$ cat src/glp_pkg.sv
// Shared types and constants for the granular loop player.
// Used by glp_regs, glp_mul and granular_loop_player_unit.
package glp_pkg;

  localparam int BUF_AW        = 18;
  localparam int BUFFER_DEPTH  = 1 << BUF_AW;
  localparam int WIN_AW        = 12;
  localparam int WINDOW_DEPTH  = 1 << WIN_AW;
  localparam int MAX_GRAINS    = 8;

  // position in 1/256 sample units, kept modulo the buffer
  localparam int POS_W = BUF_AW + 8;

  localparam int PADDR_W = 5;
  localparam int PDATA_W = 32;

  // shared multiplier operand and product widths
  localparam int MUL_AW = 40;
  localparam int MUL_BW = 26;
  localparam int MUL_PW = MUL_AW + MUL_BW;

  // floor(x/6) = (x * RECIP6) >> RECIP_SH for 0 <= x < 2^24
  localparam logic [MUL_BW-1:0] RECIP6   = 26'd22369622;
  localparam int                RECIP_SH = 27;

  localparam logic [2:0] REG_RECORD = 3'd0;
  localparam logic [2:0] REG_COUNT  = 3'd1;
  localparam logic [2:0] REG_LENGTH = 3'd2;
  localparam logic [2:0] REG_SPREAD = 3'd3;
  localparam logic [2:0] REG_WET    = 3'd4;
  localparam logic [2:0] REG_GAIN   = 3'd5;

  typedef struct packed {
    logic        record_enable;
    logic [3:0]  grain_count;
    logic [12:0] grain_length;
    logic [15:0] grain_spread;
    logic [15:0] wet_mix;
    logic [16:0] grain_gain;
  } cfg_t;

endpackage

$ cat src/glp_mul.sv
// Shared signed multiplier with a registered product.
// Depends on glp_pkg for operand widths.
module glp_mul (
  input  logic                               clk_i,
  input  logic signed [glp_pkg::MUL_AW-1:0]  a_i,
  input  logic signed [glp_pkg::MUL_BW-1:0]  b_i,
  output logic signed [glp_pkg::MUL_PW-1:0]  p_o
);
  import glp_pkg::*;

  logic signed [MUL_PW-1:0] p_q;

  always_ff @(posedge clk_i) begin
    p_q <= a_i * b_i;
  end

  assign p_o = p_q;

endmodule

$ cat config.mk
export PLATFORM = sky130hd
export DESIGN_NAME = glp_mul
export DESIGN_NICKNAME = d
export VERILOG_FILES = /design/src/glp_pkg.sv /design/src/glp_mul.sv
export SDC_FILE = /design/constraint.sdc
export NUM_CORES = 2
export LEC_CHECK = 0
export ABC_CLOCK_PERIOD_IN_PS = 11000
export BUFFER_PORTS_ARGS = -buffer_cell sky130_fd_sc_hd__buf_2
export CAP_MARGIN = 0
export CORE_MARGIN = 1
export CORE_UTILIZATION = 65
export DETAILED_ROUTE_END_ITERATION = 16
export PLACE_DENSITY = 0.8
export REMOVE_ABC_BUFFERS = 1
export SLEW_MARGIN = 20
export SYNTH_ARGS = -nofsm -noshare
export SYNTH_HDL_FRONTEND = slang
export SYNTH_SLANG_ARGS = --single-unit
$ cat constraint.sdc
create_clock -name clk_i -period 11 [get_ports clk_i]
set_input_delay 1.65 -clock clk_i [delete_from_list [all_inputs] [get_ports clk_i]]
set_output_delay 1.65 -clock clk_i [all_outputs]
set_load 0.1 [all_outputs]
==> results.txt <==
- Status: complete, no violations
- Final setup vio count: 0
* Sequential area share after synthesis: 3.599%
* Average cell area after synthesis: 9.153 µm²
* Relative slew slack: just under 20%
- Once placement completed, the tool counted placed cells totaling 4,708.
- Fraction of met3 tracks used by global routing: under 10%
* CORE AREA: roughly 55,000 µm²
* Routability congestion estimate from global placement: 1.012
* DRC violations left: 0
- Element type at the critical path end: flop
- The number of clock buffers added by TritonCTS is 9.
* Via count: 26,930
- CP Data Required Time: ~11,000 ps
- In this run the most critical hold path is launched from a_i[0].
- Via count normalized by instance count: 5.698
- In this run the horizontal extent of the chip is 239.7 µm.
- Data arrival, critical path: 9410 ps
- Clock tree from TritonCTS: built
* Count of fill cells added during filler insertion: 4,231
* Nature of the critical path startpoint: primary input
* Met2 layer usage reported by global route: 61.27%
* Y dimension of the die: 239.7 µm
* CP max-delay cell: fa_1
- Total Negative Setup Slacks: 0 ps
* Net count of the finished layout: approximately 5,300
- For this run, asynchronously set or reset flops after synthesis account for 0%.
- The worst hold path terminates at p_o[0].
* Aggregate global-route resource usage: 36.81%
* Number of cells on the worst hold path: 2
- Number of standard cells in the final layout excluding fillers: between 4,000 and 5,000
* Crit path kind: primary input to flop
* Number of flip-flops in the largest register: between 60 and 70
* First-pass DRT Iterations: 7
* Largest fanout of any net on the critical path: 27
- Buffers inserted to repair hold after CTS numbered 0.
- Signed area change from the synthesized netlist to the final layout: 3.589%
* Number of enable flip-flop cells after synthesis: 0
- Top library cells by usage in the layout, fill and taps aside: 1,046 x fa_1, 1,044 x inv_1, 681 x nand2_1
- Max H-tree Level: 3
* Max-Cap Viols: 0
* Yosys Warn Count: 0
- The clock drives 66 sinks.
* Top FF cell, synth: dfxtp_1
- HPWL after detailed placement: 75.76 mm
* Final Hold Fails: 0
- At the pin with the least slew margin, the transition time is 1206 ps.
- Counting both buffers and inverters, the worst setup path holds a total of 9.
- The synthesized design contains 66 register bits.
* Clock transition at the register clock pins on the worst setup and hold paths after CTS: 80 ps
- In this run, the number of DRC markers left after iteration 0 of detailed routing was 1,946.
* Global-route track usage on met1: between 40 and 50%
- Entering global routing, the biggest net connects between 40 and 50 pins.
- Cell class contributing the biggest share of worst-path delay: adder cells
- Max stage delay on crit path: 580 ps
* Initial core utilization: 66.25%
- The count of nets left with antenna violations once routing finished came out at 0.
- I/O Buffers: 132
- Worst min-delay path category: primary input to flop
- After synthesis the cells add up to 36,710 µm².
- Share of layout cells above drive strength 1: under 10%
- Number of top-level pins: roughly 130
- Number of antenna violations at the first check in global routing: 0
* Wire length of the first global-routing pass: 158.9 mm
- Count of different cell masters after synthesis: 56
* Gate count of the mapped netlist: ~4,000
- Post-CTS repair changed the size of 0 cells.
* GR Overflow Total: 0
- Post-CTS timing repair inserted 0 buffers for setup.
- Vias in the first global route: ~30,000
- Total wirelength of the detailed-routed design: 97.11 mm
- Maximum clock frequency: approximately 110 MHz
* Final-report max-slew violation count: 0
- Leaving out fill and tap cells, the most frequent cell in the layout is fa_1.
- The root buffer cell chosen for the clock tree is clkbuf_16.
* Average detailed-routed wire length per instance: 20.55 µm
- Most used routing layer: met2
* Die Outline Area: 57,430 µm²
- Std-Cell Rows: 86
- Setup repair after global routing left no endpoint under its margin.
- The final critical path takes up 82.71% of the cycle.
* Shortest clock period the worst path allows after layout: 9098 ps
- Clock Tree Buf Depth: 2
==> layout make-up <==
type,count,area [µm²],share of cell area (%)
Timing Repair Buffer,157,848.3,2.231
Multi-Input combinational cell,2693,30680,80.69
Clock buffer,10,229.0,0.6021
Clock inverter,6,88.84,0.2336
Tap cell,748,935.9,2.461
Inverter,1044,3919,10.30
Antenna cell,1,2.502,0.006580
Sequential cell,66,1321,3.474
==> cell usage after synthesis (7+ instances only) <==
cell,number,area share [%]
o21a_1,10,0.20
xor2_1,26,0.62
a211oi_1,7,0.14
nor2b_1,10,0.17
dfxtp_1,66,3.6
nand3_1,10,0.14
clkbuf_1,202,2.1
nand4_1,17,0.29
nand2b_1,17,0.29
a21oi_1,77,1.0
and2_1,366,6.2
fa_1,1046,57
nand2_1,681,7.0
nor3_1,8,0.11
ha_1,174,5.9
nor2_1,61,0.62
inv_1,1044,11
o21ai_0,40,0.55
xnor2_1,48,1.1
o21bai_1,10,0.20
a21o_1,27,0.55
==> worst max path at each step <==
stage,slack (ps),cells past startpoint,endpoint,start
2_1_floorplan,3070,26,p_o[59],a_i[16]
3_3_place_gp,1770,28,p_o[59],b_i[2]
3_5_place_dp,1650,28,p_o[59],b_i[2]
4_1_cts,2000,28,p_o[59],b_i[2]
5_1_grt,1550,28,p_o[59],b_i[2]
6_report,1900,28,p_o[59],b_i[2]
==> kinds of logic (layout without fill, tap and decap cells) <==
logic type / Yosys count / count (layout) / share of synthesized area, %
and+or+nand+nor: 1192 / 1192 / 15.25
xor gates and xnor gates: 74 / 74 / 1.765
DFF: 66 / 66 / 3.599
AOI/OAI and AO/OA: 207 / 207 / 3.596
adders and majority gates: 1220 / 1220 / 62.97
buffers and inverters: 1252 / 1217 / 12.82
other: 0 / 1 / 0
==> stage by stage <==
step           instance area, µm²  setup slack, ps  hold slack [ps]  utilization [%]
2_1_floorplan               35920             3075             1772                -
3_3_place_gp                37710             1766             2199            68.05
3_5_place_dp                37710             1649             2199            68.05
4_1_cts                     38030             1999             1861            68.62
5_1_grt                     38030             1547             1935            68.62
6_report                    38030             1902             1901            68.63
==> metal layers <==
metal	routed length [µm]	vias to the layer above
li1	-	11250
met1	34520	13850
met2	47900	1426
met3	9163	401
met4	5535	0
met5	0	-
Power is left out: the tool's default activity adds up to more than one toggle a clock period on the data nets, which glitch-free logic cannot reach.
