==> src/glp_pkg.sv <==
// Shared types and constants for the granular loop player.
// Used by glp_regs, glp_mul and granular_loop_player_unit.
package glp_pkg;

  localparam int BUF_AW        = 18;
  localparam int BUFFER_DEPTH  = 1 << BUF_AW;
  localparam int WIN_AW        = 12;
  localparam int WINDOW_DEPTH  = 1 << WIN_AW;
  localparam int MAX_GRAINS    = 8;

  // position in 1/256 sample units, kept modulo the buffer
  localparam int POS_W = BUF_AW + 8;

  localparam int PADDR_W = 5;
  localparam int PDATA_W = 32;

  // shared multiplier operand and product widths
  localparam int MUL_AW = 40;
  localparam int MUL_BW = 26;
  localparam int MUL_PW = MUL_AW + MUL_BW;

  // floor(x/6) = (x * RECIP6) >> RECIP_SH for 0 <= x < 2^24
  localparam logic [MUL_BW-1:0] RECIP6   = 26'd22369622;
  localparam int                RECIP_SH = 27;

  localparam logic [2:0] REG_RECORD = 3'd0;
  localparam logic [2:0] REG_COUNT  = 3'd1;
  localparam logic [2:0] REG_LENGTH = 3'd2;
  localparam logic [2:0] REG_SPREAD = 3'd3;
  localparam logic [2:0] REG_WET    = 3'd4;
  localparam logic [2:0] REG_GAIN   = 3'd5;

  typedef struct packed {
    logic        record_enable;
    logic [3:0]  grain_count;
    logic [12:0] grain_length;
    logic [15:0] grain_spread;
    logic [15:0] wet_mix;
    logic [16:0] grain_gain;
  } cfg_t;

endpackage

==> src/glp_regs.sv <==
// APB-style configuration register file for the granular loop player.
// Depends on glp_pkg for the register layout.
module glp_regs (
  input  logic                          clk_i,
  input  logic                          rst_ni,
  input  logic                          psel,
  input  logic                          penable,
  input  logic                          pwrite,
  input  logic [glp_pkg::PADDR_W-1:0]   paddr,
  input  logic [glp_pkg::PDATA_W-1:0]   pwdata,
  output logic [glp_pkg::PDATA_W-1:0]   prdata,
  output logic                          pready,
  output glp_pkg::cfg_t                 cfg_o
);
  import glp_pkg::*;

  cfg_t       cfg_q, cfg_d;
  logic       wr_en;
  logic [2:0] idx;

  assign pready = 1'b1;
  assign idx    = paddr[4:2];
  assign wr_en  = psel & penable & pwrite & pready;

  always_comb begin
    cfg_d = cfg_q;
    if (wr_en) begin
      case (idx)
        REG_RECORD: cfg_d.record_enable = pwdata[0];
        REG_COUNT:  cfg_d.grain_count   = pwdata[3:0];
        REG_LENGTH: cfg_d.grain_length  = pwdata[12:0];
        REG_SPREAD: cfg_d.grain_spread  = pwdata[15:0];
        REG_WET:    cfg_d.wet_mix       = pwdata[15:0];
        REG_GAIN:   cfg_d.grain_gain    = pwdata[16:0];
        default: ;
      endcase
    end
  end

  always_comb begin
    case (idx)
      REG_RECORD: prdata = {31'd0, cfg_q.record_enable};
      REG_COUNT:  prdata = {28'd0, cfg_q.grain_count};
      REG_LENGTH: prdata = {19'd0, cfg_q.grain_length};
      REG_SPREAD: prdata = {16'd0, cfg_q.grain_spread};
      REG_WET:    prdata = {16'd0, cfg_q.wet_mix};
      REG_GAIN:   prdata = {15'd0, cfg_q.grain_gain};
      default:    prdata = '0;
    endcase
  end

  always_ff @(posedge clk_i or negedge rst_ni) begin
    if (!rst_ni) begin
      cfg_q.record_enable <= 1'b0;
      cfg_q.grain_count   <= 4'd1;
      cfg_q.grain_length  <= 13'd480;
      cfg_q.grain_spread  <= 16'd77;
      cfg_q.wet_mix       <= 16'd16384;
      cfg_q.grain_gain    <= 17'd65536;
    end else begin
      cfg_q <= cfg_d;
    end
  end

  assign cfg_o = cfg_q;

endmodule

==> config.mk <==
export PLATFORM = sky130hd
export DESIGN_NAME = glp_regs
export DESIGN_NICKNAME = d
export VERILOG_FILES = /design/src/glp_pkg.sv /design/src/glp_regs.sv
export SDC_FILE = /design/constraint.sdc
export NUM_CORES = 1
export LEC_CHECK = 0
export BUFFER_PORTS_ARGS = -buffer_cell sky130_fd_sc_hd__buf_2
export CAP_MARGIN = 20
export CORE_UTILIZATION = 49
export CTS_CLUSTER_SIZE = 20
export DETAILED_ROUTE_END_ITERATION = 10
export PLACE_DENSITY = 0.79
export SYNTH_ARGS = -nofsm -noshare
export SYNTH_HDL_FRONTEND = slang
export SYNTH_SLANG_ARGS = --single-unit
==> constraint.sdc <==
create_clock -name clk_i -period 1.3 [get_ports clk_i]
set_input_delay 0.195 -clock clk_i [delete_from_list [all_inputs] [get_ports clk_i]]
set_output_delay 0.195 -clock clk_i [all_outputs]
set_load 0.03 [all_outputs]
==> results.md <==
* Outcome: finished, violations left
* Violated checks: setup timing
* Setup Crit Path Kind: flip-flop to output pin
* Horiz. Die Dim at 86.8 um
* P_leak at 2.59 nW
* Avg WL per Cell at 18.1 um
* Max rail drop VDD at 1.00 mV
* Highest Clock Rate at 592 MHz
* Yosys cell types at 32
* CP Launch Type: flip-flop
* CP delay by family, top: flip-flops
* FF+latch area at 1700 sq um
* Final worst path period need at 1.69 ns
* CP cell instances: mux2_2, a221o_2, buf_6
* Pre-CTS setup slack at -0.235 ns
* Area Overhead vs Synth at 46.3%
* Simple-gate share of the synthesized area at between 6 and 7%
* PortBufs at 108
* Mean Syn Cell Area at about 15 sq um
* Clock transition at the registers of the reported paths at 0.07 ns
* Vias/cell at 5.07
* Setup TNS at -2.87 ns
* Final worst path period share at 130%
* Post-DP HPWL at 5960 um
* Starting DRT DRC Count at 34
* Initial Utilization at between 50% and 60%
* Post-synth ARST share at 100%
* Netlist Area Pre-Place at 3520 sq um
* CP Max Fanout at 2
* CTS tree: done
* Multi-input gate area at around 1800 sq um
* Number of CTS-inserted buffers at 9
* Layout cells sized above 1 at 74.9%
* Crit path required time at 1.11 ns
* Layout Nets at roughly 440
* Top post-synthesis cells by area: dfrtp_1, mux2_4, mux2_2
* Adder-cell area share of the yosys netlist at 0%
* Final setup fails at 22
* Hold path start: pwdata[16]
* Post-synthesis cell count at 234
* Global-route wire length before repair at 13900 um
* Post-synthesis mux area share at 33.7%
* Ant diodes at 0
* Pre-antenna DRT Iters at 4
* Power Density at 1510 nW/um^2
* YS warnings at 0
* Max reg flops at 67
* Clock Path Buffers at 2
* Launch point of the worst reg-to-reg path: cfg_o[10]
* Final Worst Setup Slack at -0.389 ns
* Tot GR Track Use at 25.2%
* Skew-Pair Late Insertion Delay at 0.34 ns
* Htree depth at 3
* Full die area at 7530 sq um
* Synth Area in Compound Gates at 4.02%
* Final Wtd Congestion at 0.814
* Io pins at 142
* XOR/XNOR share of the synthesized area at 0%
* Crit path arrival time at 1.49 ns
* Initial antenna violation count at 0
* Crit. End Element: output pin
* Global route overflow at 0
* Worst min-delay path category: primary input to flip-flop
* Register bit total from synthesis at 67
* Die height at 86.8 um
* Final ANT Viol Nets at 0
* Total Wirelength at 9090 um
* Total number of vias at 2551
* Hold Violations, Final at 0
* # DRC at 0
* Post-synth top area cell: dfrtp_1
* RSZ-0062 raised after global routing: yes
* # fillers at between 400 and 500
* Max cap viols at 0
* Row count at 30
* Largest net degree at the start of global routing at 68
* Buf+Inv Stages, Crit Path at 1
* Core box area at 6870 sq um
* Clk_skew at 0 ns
* CP Launch Point: cfg_o[18]
* Post-synth EDFFs at 0
* Slowest CP cell: dfrtp_2
* Vias in the first global route at 2652
* CTS Sinks at 67
* Synth top area share at 39.8%
* Root Driver: clkbuf_8
* Largest family of logic cells by synthesized area: multiplexers
* Ys flop type: dfrtp_1
* Post-synthesis sequential area ratio at 48.0%
* Fin util at 75.0%
* Max Slew Vio Count at 0
* Crit-path max cell delay at 0.41 ns
* Total power draw at 7.75 mW
[worst paths after layout]
kind	endpoint	slack, ns	cells after the start
min in group asynchronous	cfg_o[61]	0.38	3
max in group asynchronous	cfg_o[16]	0.57	3
hold reg to reg	cfg_o[66]	0.53	1
hold / removal	cfg_o[16]	0.09	2
setup reg to reg	cfg_o[10]	0.29	3
setup / recovery	prdata[1]	-0.39	3
[cell type report]
cell class | instances | area share, %
tap | 96 | 2.33
inverter | 1 | 0.0729
clock inverter | 7 | 1.02
multi-input combinational | 150 | 34.3
timing repair buffer | 173 | 26.9
sequential | 67 | 33.0
clock buffer | 9 | 2.41
[what timing repair did]
item                                    4_1_cts  5_1_grt
pin swaps                                     4        2
hold endpoints to repair                     56        0
endpoints found under the setup margin       20       30
setup buffers                                30        6
resized for setup                            57       15
hold buffers                                  1        0
[logic make-up (layout without fill, tap and decap cells)]
group | Yosys count | after routing
AO/OA/AOI/OAI | 19 | 19
flip-flops | 67 | 67
buffers and inverters | 31 | 190
AND/OR/NAND/NOR | 20 | 20
multiplexers | 95 | 95
other | 2 | 16
[synth_stat cells (3+ instances only)]
cell type  count
dfrtp_1       56
mux2_4        40
mux2_2        28
mux2i_1       27
buf_4         19
dfstp_2       11
o22ai_1       10
buf_6          4
nor2_1         4
buf_12         3
buf_2          3
nor2_8         3
o2bb2ai_1      3
[where the power goes]
part | total, mW | internal, mW | switching [mW]
logic | 3.28 | 1.48 | 1.80
clock network | 1.59 | 0.705 | 0.883
registers | 2.88 | 2.55 | 0.333
[cell usage in the layout (no fill, tap or decap), types with 5 or more instances in the layout]
| cell | instances |
|---|---|
| clkbuf_8 | 9 |
| buf_6 | 30 |
| dfrtp_2 | 5 |
| mux2_2 | 28 |
| mux2i_2 | 6 |
| conb_1 | 16 |
| buf_2 | 77 |
| o22ai_2 | 8 |
| buf_4 | 47 |
| dfstp_2 | 11 |
| buf_12 | 13 |
| dfrtp_1 | 51 |
| clkbuf_4 | 5 |
| mux2i_1 | 21 |
| mux2_4 | 40 |
[per-stage QoR]
| stage | instance area [sq um] | hold slack, ns | instances |
|---|---|---|---|
| after floorplan | 3750 | -0.101 | 248 |
| after global placement | 4510 | 0.233 | 454 |
| after detailed placement | 4510 | 0.241 | 454 |
| after CTS | 5100 | 0.0738 | 501 |
| after global routing | 5150 | 0.0753 | 503 |
| final | 5150 | 0.0903 | 503 |
[layer usage]
layer | wire length [um] | GRT usage [%]
met1 | 3670 | 30.5
met4 | 172 | 10.2
met3 | 334 | 4.29
met2 | 4900 | 44.9
met5 | 0 | 0
(Power assumes the default switching activity.)
